==> config.mk <==
export PLATFORM = sky130hd
export DESIGN_NAME = real_mode_io_trap_emulator_unit
export DESIGN_NICKNAME = d
export VERILOG_FILES = /design/src/hw/rtl/rmio_pkg.sv /design/src/hw/rtl/rmio_front.sv /design/src/hw/rtl/rmio_queue.sv /design/src/hw/rtl/rmio_back.sv /design/src/hw/rtl/real_mode_io_trap_emulator_unit.sv
export SDC_FILE = /design/constraint.sdc
export NUM_CORES = 2
export LEC_CHECK = 0
export ABC_AREA = 1
export BUFFER_PORTS_ARGS = -buffer_cell sky130_fd_sc_hd__buf_4
export CELL_PAD_IN_SITES_DETAIL_PLACEMENT = 1
export CELL_PAD_IN_SITES_GLOBAL_PLACEMENT = 2
export CORE_MARGIN = 2
export CORE_UTILIZATION = 35
export CTS_CLUSTER_DIAMETER = 200
export DETAILED_ROUTE_END_ITERATION = 7
export HOLD_SLACK_MARGIN = 0.12
export PLACE_DENSITY_LB_ADDON = 0.05
export SYNTH_ARGS = -nofsm -noshare
export SYNTH_HDL_FRONTEND = slang
export SYNTH_SLANG_ARGS = --single-unit
==> constraint.sdc <==
create_clock -name clk -period 9.05 [get_ports clk]
set_clock_uncertainty 0.05 [all_clocks]
set_input_delay 0 -clock clk [delete_from_list [all_inputs] [get_ports clk]]
set_output_delay 0 -clock clk [all_outputs]
set_load 0.01 [all_outputs]
==> src/hw/rtl/rmio_pkg.sv <==
// shared types and constants for the real-mode i/o trap emulator
`timescale 1ns / 1ps
package rmio_pkg;

    localparam int MaxPrefixes = 14;

    typedef enum logic [1:0] {
        CMD_WRITE = 2'd0,
        CMD_READ  = 2'd1,
        CMD_BYTE  = 2'd2,
        CMD_PORT  = 2'd3
    } cmd_t;

    typedef enum logic [2:0] {
        KIND_DONE     = 3'd0,
        KIND_REG      = 3'd1,
        KIND_PORT_RD  = 3'd2,
        KIND_PORT_WR  = 3'd3,
        KIND_STR_IN   = 3'd4,
        KIND_STR_OUT  = 3'd5,
        KIND_HALT     = 3'd6,
        KIND_FAULT    = 3'd7
    } kind_t;

    localparam logic [3:0] R_EAX    = 4'd0;
    localparam logic [3:0] R_ECX    = 4'd1;
    localparam logic [3:0] R_EDX    = 4'd2;
    localparam logic [3:0] R_ESI    = 4'd6;
    localparam logic [3:0] R_EDI    = 4'd7;
    localparam logic [3:0] R_EIP    = 4'd8;
    localparam logic [3:0] R_EFLAGS = 4'd9;
    localparam logic [3:0] R_DS     = 4'd11;
    localparam logic [3:0] R_ES     = 4'd12;

    typedef struct packed {
        logic [1:0]  cmd;
        logic [3:0]  reg_sel;
        logic [31:0] value;
    } in_item_t;

    typedef struct packed {
        logic [2:0]  kind;
        logic [15:0] port;
        logic [1:0]  width_code;
        logic [31:0] data;
        logic [20:0] linear_address;
        logic [31:0] count;
        logic        backward;
    } out_item_t;

    // decoded operation handed from front to back
    typedef enum logic [2:0] {
        OP_WRITE,
        OP_READ,
        OP_STRING,
        OP_PORT,
        OP_STOP,
        OP_MERGE
    } op_t;

    typedef struct packed {
        op_t         op;
        logic [3:0]  reg_sel;
        logic [31:0] value;
        logic [2:0]  kind;
        logic [1:0]  wc;
        logic        from_dx;
        logic [15:0] imm_port;
        logic [4:0]  ip_inc;
        logic        rep;
        logic        wide;
        logic [2:0]  seg;
    } task_t;

endpackage

==> src/hw/rtl/rmio_front.sv <==
// front end: prefix collection and opcode classification
`timescale 1ns / 1ps
module rmio_front (
    input  logic              clk,
    input  logic              rst_n,
    input  logic              valid,
    output logic              stall,
    input  rmio_pkg::in_item_t item,
    output logic              task_valid,
    output rmio_pkg::task_t   task_item,
    input  logic              task_stall
);
    import rmio_pkg::*;

    logic       osz_reg, osz_next, asz_reg, asz_next, rep_reg, rep_next;
    logic [2:0] seg_reg, seg_next;
    logic [1:0] phase_reg, phase_next;
    logic [7:0] op_reg, op_next;
    logic [3:0] pc_reg, pc_next;
    logic       emit;
    task_t      t;
    logic [7:0] b;
    logic       is_pfx;
    logic [2:0] s;
    logic [1:0] wcw;

    assign stall = task_stall;
    assign task_valid = valid && emit;
    assign task_item = t;
    assign b = item.value[7:0];

    always_comb
    begin
        osz_next = osz_reg; asz_next = asz_reg; rep_next = rep_reg;
        seg_next = seg_reg; phase_next = phase_reg; op_next = op_reg; pc_next = pc_reg;
        emit = 1'b0;
        t = '0;
        t.op = OP_WRITE;
        t.reg_sel = item.reg_sel;
        t.value = item.value;
        t.rep = rep_reg;
        t.wide = osz_reg ^ asz_reg;
        t.seg = seg_reg;
        is_pfx = 1'b1;
        s = 3'd0;
        wcw = osz_reg ? 2'd2 : 2'd1;
        case (b)
            8'h66, 8'h67, 8'hF2, 8'hF3: s = 3'd0;
            8'h2E: s = 3'd1;
            8'h3E: s = 3'd2;
            8'h26: s = 3'd3;
            8'h36: s = 3'd4;
            8'h64: s = 3'd5;
            8'h65: s = 3'd6;
            default: is_pfx = 1'b0;
        endcase
        case (item.cmd)
            CMD_WRITE: emit = 1'b1;
            CMD_READ:
            begin
                emit = 1'b1;
                t.op = OP_READ;
            end
            CMD_BYTE:
            begin
                if (phase_reg == 2'd1) begin
                    emit = 1'b1;
                    t.op = OP_PORT;
                    t.imm_port = {8'h00, b};
                    t.wc = op_reg[0] ? wcw : 2'd0;
                    t.kind = op_reg[1] ? KIND_PORT_WR : KIND_PORT_RD;
                    t.ip_inc = {1'b0, pc_reg} + 5'd2;
                    if (op_reg[1]) begin
                        {osz_next, asz_next, rep_next} = 3'b000;
                        seg_next = '0; pc_next = '0; op_next = '0; phase_next = 2'd0;
                    end else begin
                        phase_next = 2'd2;
                    end
                end else if (phase_reg == 2'd0) begin
                    if (is_pfx) begin
                        if (pc_reg >= 4'(MaxPrefixes)) begin
                            emit = 1'b1;
                            t.op = OP_STOP;
                            t.kind = KIND_FAULT;
                            t.ip_inc = {1'b0, pc_reg};
                            {osz_next, asz_next, rep_next} = 3'b000;
                            seg_next = '0; pc_next = '0; op_next = '0;
                        end else begin
                            if (b == 8'h66) osz_next = 1'b1;
                            if (b == 8'h67) asz_next = 1'b1;
                            if (b == 8'hF2 || b == 8'hF3) rep_next = 1'b1;
                            if (s != 3'd0) seg_next = s;
                            pc_next = pc_reg + 4'd1;
                        end
                    end else begin
                        emit = 1'b1;
                        t.ip_inc = {1'b0, pc_reg} + 5'd1;
                        t.wc = b[0] ? wcw : 2'd0;
                        t.kind = b[1] ? KIND_PORT_WR : KIND_PORT_RD;
                        {osz_next, asz_next, rep_next} = 3'b000;
                        seg_next = '0; pc_next = '0; op_next = '0;
                        if (b inside {[8'h6C:8'h6F]}) begin
                            t.op = OP_STRING;
                            t.kind = b[1] ? KIND_STR_OUT : KIND_STR_IN;
                        end else if (b inside {[8'hE4:8'hE7]}) begin
                            emit = 1'b0;
                            osz_next = osz_reg; asz_next = asz_reg; rep_next = rep_reg;
                            seg_next = seg_reg; pc_next = pc_reg;
                            op_next = b; phase_next = 2'd1;
                        end else if (b inside {[8'hEC:8'hEF]}) begin
                            t.op = OP_PORT;
                            t.from_dx = 1'b1;
                            if (!b[1]) begin
                                osz_next = osz_reg; pc_next = pc_reg;
                                asz_next = asz_reg; rep_next = rep_reg; seg_next = seg_reg;
                                op_next = b; phase_next = 2'd2;
                            end
                        end else begin
                            t.op = OP_STOP;
                            t.kind = (b == 8'hF4) ? KIND_HALT : KIND_FAULT;
                            t.wc = 2'd0;
                            t.ip_inc = {1'b0, pc_reg};
                        end
                    end
                end
            end
            default:
            begin
                if (phase_reg == 2'd2) begin
                    emit = 1'b1;
                    t.op = OP_MERGE;
                    t.wc = op_reg[0] ? wcw : 2'd0;
                    {osz_next, asz_next, rep_next} = 3'b000;
                    seg_next = '0; pc_next = '0; op_next = '0; phase_next = 2'd0;
                end
            end
        endcase
    end

    always_ff @(posedge clk or negedge rst_n)
    begin
        if (!rst_n) begin
            osz_reg <= 1'b0; asz_reg <= 1'b0; rep_reg <= 1'b0;
            seg_reg <= '0; phase_reg <= '0; op_reg <= '0; pc_reg <= '0;
        end else if (valid && !stall) begin
            osz_reg <= osz_next; asz_reg <= asz_next; rep_reg <= rep_next;
            seg_reg <= seg_next; phase_reg <= phase_next; op_reg <= op_next;
            pc_reg <= pc_next;
        end
    end
endmodule

==> src/hw/rtl/rmio_queue.sv <==
// two-entry queue between front and back
`timescale 1ns / 1ps
module rmio_queue (
    input  logic            clk,
    input  logic            rst_n,
    input  logic            in_valid,
    output logic            in_stall,
    input  rmio_pkg::task_t in_item,
    output logic            out_valid,
    input  logic            out_stall,
    output rmio_pkg::task_t out_item
);
    import rmio_pkg::*;

    task_t      mem_reg [2];
    logic       wp_reg, rp_reg;
    logic [1:0] cnt_reg;
    logic       push, pop;

    assign in_stall = (cnt_reg == 2'd2);
    assign out_valid = (cnt_reg != 2'd0);
    assign out_item = mem_reg[rp_reg];
    assign push = in_valid && !in_stall;
    assign pop = out_valid && !out_stall;

    always_ff @(posedge clk)
    begin
        if (push) mem_reg[wp_reg] <= in_item;
    end

    always_ff @(posedge clk or negedge rst_n)
    begin
        if (!rst_n) begin
            wp_reg <= 1'b0; rp_reg <= 1'b0; cnt_reg <= '0;
        end else begin
            if (push) wp_reg <= ~wp_reg;
            if (pop) rp_reg <= ~rp_reg;
            cnt_reg <= cnt_reg + {1'b0, push} - {1'b0, pop};
        end
    end
endmodule

==> src/hw/rtl/rmio_back.sv <==
// back end: register file, execution and result register
`timescale 1ns / 1ps
module rmio_back (
    input  logic               clk,
    input  logic               rst_n,
    input  logic               task_valid,
    output logic               task_stall,
    input  rmio_pkg::task_t    task_item,
    output logic               valid,
    input  logic               stall,
    output rmio_pkg::out_item_t item
);
    import rmio_pkg::*;

    logic [31:0] rf_reg [16];
    logic [31:0] rf_next [16];
    out_item_t   item_reg, res;
    logic        valid_reg, emit, fire;
    logic [3:0]  idx, segi;
    logic [31:0] cnt, delta, a;
    logic [15:0] off;
    logic [31:0] ip;
    logic [15:0] ipl;

    assign task_stall = valid_reg && stall;
    assign fire = task_valid && !task_stall;
    assign valid = valid_reg;
    assign item = item_reg;

    always_comb
    begin
        rf_next = rf_reg;
        res = '0;
        emit = 1'b1;
        idx = task_item.kind[0] ? R_ESI : R_EDI;
        segi = R_ES;
        if (task_item.kind[0]) segi = (task_item.seg == 3'd0) ? R_DS : 4'(4'd9 + task_item.seg);
        cnt = 32'd1;
        if (task_item.rep) cnt = task_item.wide ? rf_reg[R_ECX] : {16'h0, rf_reg[R_ECX][15:0]};
        delta = cnt << task_item.wc;
        off = rf_reg[idx][15:0];
        ip = rf_reg[R_EIP];
        ipl = ip[15:0] + {11'h0, task_item.ip_inc};
        a = rf_reg[R_EAX];
        res.kind = task_item.kind;
        res.width_code = task_item.wc;
        case (task_item.op)
            OP_WRITE:
            begin
                emit = 1'b0;
                rf_next[task_item.reg_sel] = task_item.value;
            end
            OP_READ:
            begin
                res.kind = KIND_REG;
                res.width_code = '0;
                res.data = rf_reg[task_item.reg_sel];
            end
            OP_STRING:
            begin
                res.port = rf_reg[R_EDX][15:0];
                res.linear_address = {1'b0, rf_reg[segi][15:0], 4'h0} + {5'h0, off};
                res.count = cnt;
                res.backward = rf_reg[R_EFLAGS][10];
                if (task_item.rep) begin
                    if (task_item.wide) rf_next[R_ECX] = '0;
                    else rf_next[R_ECX] = {rf_reg[R_ECX][31:16], 16'h0};
                end
                rf_next[idx] = {rf_reg[idx][31:16],
                    rf_reg[R_EFLAGS][10] ? off - delta[15:0] : off + delta[15:0]};
                rf_next[R_EIP] = {ip[31:16], ipl};
            end
            OP_PORT:
            begin
                res.port = task_item.from_dx ? rf_reg[R_EDX][15:0] : task_item.imm_port;
                if (task_item.kind == KIND_PORT_WR) begin
                    case (task_item.wc)
                        2'd0: res.data = {24'h0, a[7:0]};
                        2'd1: res.data = {16'h0, a[15:0]};
                        default: res.data = a;
                    endcase
                end
                rf_next[R_EIP] = {ip[31:16], ipl};
            end
            OP_STOP:
            begin
                rf_next[R_EIP] = {ip[31:16], ipl};
            end
            OP_MERGE:
            begin
                res.kind = KIND_DONE;
                case (task_item.wc)
                    2'd0: rf_next[R_EAX] = {a[31:8], task_item.value[7:0]};
                    2'd1: rf_next[R_EAX] = {a[31:16], task_item.value[15:0]};
                    default: rf_next[R_EAX] = task_item.value;
                endcase
            end
            default: emit = 1'b0;
        endcase
    end

    always_ff @(posedge clk or negedge rst_n)
    begin
        if (!rst_n) begin
            valid_reg <= 1'b0;
            for (int i = 0; i < 16; i++) rf_reg[i] <= '0;
        end else begin
            if (fire) rf_reg <= rf_next;
            if (fire && emit) valid_reg <= 1'b1;
            else if (!stall) valid_reg <= 1'b0;
        end
    end

    always_ff @(posedge clk)
    begin
        if (fire && emit) item_reg <= res;
    end
endmodule

==> src/hw/rtl/real_mode_io_trap_emulator_unit.sv <==
// top level of the real-mode i/o trap emulator
// the path from input transfer to result runs through the queue and the result register
// throughput: one item per cycle when neither side stalls
// the two-entry queue lets the decoder run while the executor waits on the output
// reset clears the register file, prefix state and all valid flags at once
`timescale 1ns / 1ps
module real_mode_io_trap_emulator_unit (
    input  logic                clk,
    input  logic                rst_n,
    input  logic                in_valid,
    output logic                in_stall,
    input  rmio_pkg::in_item_t  in_item,
    output logic                out_valid,
    input  logic                out_stall,
    output rmio_pkg::out_item_t out_item
);
    import rmio_pkg::*;

    logic  f_valid, f_stall, b_valid, b_stall;
    task_t f_task, b_task;

    rmio_front u_front (
        .clk, .rst_n, .valid(in_valid), .stall(in_stall), .item(in_item),
        .task_valid(f_valid), .task_item(f_task), .task_stall(f_stall)
    );

    rmio_queue u_queue (
        .clk, .rst_n, .in_valid(f_valid), .in_stall(f_stall), .in_item(f_task),
        .out_valid(b_valid), .out_stall(b_stall), .out_item(b_task)
    );

    rmio_back u_back (
        .clk, .rst_n, .task_valid(b_valid), .task_stall(b_stall), .task_item(b_task),
        .valid(out_valid), .stall(out_stall), .item(out_item)
    );
endmodule

==> impl_metrics.json <==
{
  "relSlewSlack": 0.06192,
  "cp_max_fo": 75,
  "numPortBuffers": 150,
  "clk_latency_ps": 690,
  "drt_iter0_markers": 3019,
  "combPwrFrac": 0.491,
  "viasPerCell": 5.566,
  "grt_usage": 0.2797,
  "switchingPower_mw": 8.937,
  "synth_cell_types": 65,
  "crit_required_ps": 9430,
  "dieArea_um2": 109900,
  "yosys.area_share.simple": 0.1506,
  "grt_pass1_wl_um": 228800,
  "peakVddDrop_mv": 0.2137,
  "numCtsBuffers": 92,
  "cts_sinks": 764,
  "routabilityCongestion": 0.8495,
  "arrival_ps": 6830,
  "ys_warn_count": 0,
  "fin_nets": 4488,
  "hold_viol_final": 0,
  "die_w_um": 331.6,
  "cts-root-buf": "clkbuf_16",
  "synth-compound-area-share": 0.2134,
  "final.period_utilization": 0.7127,
  "syn-num-nets": 4362,
  "postRouteAntennaNets": 0,
  "p_per_area_nw_per_um2": 428.6,
  "antenna_found_initial": 3,
  "async_reset_ff_frac": 0.6950,
  "fp-row-count": 120,
  "cap_viol_max_count": 0,
  "finalSetupViolCount": 0,
  "fillers": 12310,
  "grt_max_degree": 137,
  "h-tree-depth": 3,
  "synth-main-ff-cell": "dfrtp_1",
  "drc": 0,
  "layout_commonest_cell": "nand2_1",
  "wirelength_um": 155100,
  "synth_edf_count": 233,
  "area_growth_pct": 16.98,
  "cp-end-kind": "flop",
  "fmax_ghz": 0.1550,
  "synthMuxAreaShare": 0.001865,
  "largest_reg_flops": 448,
  "p_seq_frac": 0.305,
  "crit_type": "reg2reg",
  "die_h_um": 331.6,
  "vias": 32730,
  "synth_area_leader_cell": "dfrtp_1",
  "synthAdderAreaFrac": 0.01592,
  "drive_gt1_frac": 0.1079,
  "cts_tree": "done",
  "power.total_mw": 18.83,
  "drv_slew": 0,
  "synthDominantCellAreaShare": 0.3538,
  "fin_tns_setup_ps": 0,
  "synth_xor_area_frac": 0.006762,
  "seq_area_frac_synth": 0.5401,
  "io_pins": 151,
  "fin_crit_ps": 6450,
  "clkPwrFrac": 0.204,
  "grt-ovfl-total": 0,
  "worstMarginPinSlew_ps": 1392,
  "grt_setup_unrepaired": "false",
  "grt_pass1_vias": 32940,
  "first_pass_iters": 5,
  "hpwl_um": 102400,
  "synth_area_leaders": "dfrtp_1, edfxtp_1, o21ai_0",
  "cellLeakagePower_nw": 19.07,
  "ctsResizeCount": 0,
  "hold_class": "in2reg",
  "worstSetupStartpointType": "flop",
  "synth.avg_cell_area_um2": 8.788,
  "final_cell_mix": "nand2_1, o21ai_0, dfrtp_1, inv_1, o22ai_1",
  "path_clk_slew_ps": 60,
  "syn_inst": 4274,
  "run_status": "finished, final reports clean",
  "ys_seq_elements": 764,
  "internal-power_mw": 9.895,
  "mappedNetlistArea_um2": 37560,
  "start_util": 0.3518,
  "synth_top_family_by_area": "compound AO/OA/AOI/OAI gates",
  "clk_path_buf_depth": 3,
  "wire_per_inst_um": 26.38,
  "p_sw_frac": 0.4746,
  "core_area_um2": 106800
}
stage by stage:
stage | setup WS, ps | cell area (um2) | util | hold WS [ps] | std cells
floorplan | 1956 | 37560 | - | -345.6 | 4274
global placement | 2751 | 39960 | 0.3744 | -23.46 | 5625
detailed placement | 2692 | 39960 | 0.3744 | -14.94 | 5625
CTS | 2657 | 43930 | 0.4116 | 175.4 | 5879
global route | 2091 | 43930 | 0.4116 | 230.8 | 5879
finish | 2600 | 43940 | 0.4116 | 220.9 | 5880
cell usage after synthesis (8+ instances only):
| cell type | instances |
|---|---|
| buf_2 | 79 |
| o311ai_0 | 11 |
| a22oi_1 | 19 |
| o21ai_0 | 714 |
| ha_1 | 43 |
| a211oi_1 | 9 |
| xnor2_1 | 11 |
| buf_1 | 18 |
| or2_2 | 18 |
| a31oi_1 | 10 |
| inv_1 | 362 |
| o211ai_1 | 45 |
| nand3_1 | 150 |
| dfrtp_1 | 531 |
| a221oi_1 | 8 |
| a32o_1 | 14 |
| o32ai_1 | 12 |
| nor3_1 | 13 |
| o22ai_1 | 310 |
| a21oi_1 | 118 |
| inv_2 | 20 |
| nor3b_1 | 15 |
| nand4_1 | 10 |
| clkbuf_1 | 168 |
| edfxtp_1 | 233 |
| nor2_4 | 10 |
| nor2_1 | 203 |
| xor2_1 | 18 |
| o31ai_2 | 11 |
| nand2_1 | 933 |
| o221ai_1 | 9 |
| buf_4 | 12 |
| o21ai_1 | 58 |
power groups by stage:
stage,combinational (mW),sequential [mW],clock [mW]
final,9.24,5.75,3.84
after global routing,10.2,5.87,4.06
after CTS,9.17,5.73,3.93
after detailed placement,9.10,5.77,0
after global placement,9.01,5.77,0
after floorplan,5.48,5.61,0
critical path: stages (launching register included):
cell	delay (ps)
dfrtp_4	730
inv_4	230
or2_2	320
o21ai_0	140
ha_1	230
nand2_1	90
a21oi_4	630
buf_4	750
a211oi_1	90
o32ai_1	430
o21ai_0	270
ha_1	320
fa_1	450
nand2_1	80
inv_1	50
o21ai_0	160
nand2_1	130
a21oi_1	150
inv_1	80
a31oi_1	230
o21ai_0	150
nand2_1	80
inv_1	60
nand2_1	90
nand2_1	60
nand2_1	70
nor2_1	50
metal layers:
metal,share of wire,global-route usage,vias to the layer above
met3,0.060,0.04145,163
met1,0.49,0.4248,16640
met2,0.43,0.4201,902
li1,-,-,15020
met5,0,0,-
met4,0.018,0.05907,0
cell type report:
| cell class | instances | area (um2) | area share |
|---|---|---|---|
| tap | 1403 | 1755 | 0.03995 |
| timing repair buffer | 314 | 2630 | 0.05986 |
| sequential | 764 | 20290 | 0.4618 |
| antenna | 1 | 2.502 | 0.00005695 |
| clock inverter | 36 | 449.2 | 0.01022 |
| inverter | 384 | 1449 | 0.03298 |
| multi-input combinational | 2844 | 14700 | 0.3345 |
| clock buffer | 134 | 2664 | 0.06063 |
path summary, 6_finish.rpt:
kind / startpoint / end / slack, ps / cells past startpoint
worst max-delay path: u_queue.rp_reg$_DFFE_PN0P_ / u_back.item[51]$_SDFFCE_PN0P_ / 2600 / 26
worst min-delay path: in_item[2] / u_front.rep_reg$_DFFE_PN0P_ / 220 / 4
worst max register to register: u_queue.rp_reg$_DFFE_PN0P_ / u_back.item[51]$_SDFFCE_PN0P_ / 2600 / 26
worst min register to register: u_queue.wp_reg$_DFFE_PN0P_ / u_queue.wp_reg$_DFFE_PN0P_ / 430 / 2
max in group asynchronous: rst_n / u_back.rf_reg[217]$_DFFE_PN0P_ / 6560 / 5
min in group asynchronous: rst_n / u_front.phase_reg[0]$_DFFE_PN0P_ / 480 / 4
cells by family (layout without fill, tap and decap cells):
family / after synthesis / count (layout)
AOI/OAI and AO/OA: 1386 / 1386
adders and majority gates: 46 / 46
other: 0 / 1
muxes: 7 / 7
and+or+nand+nor: 1376 / 1376
buffers and inverters: 666 / 868
DFF: 764 / 764
xor gates and xnor gates: 29 / 29
repair_timing:
item | 4_1_cts | 5_1_grt
endpoints found under the hold margin | 506 | 0
setup endpoints to repair | 0 | 0
buffers inserted | 0 | 0
hold buffers | 84 | 0
No activity file was read; power rests on OpenSTA's default activity.
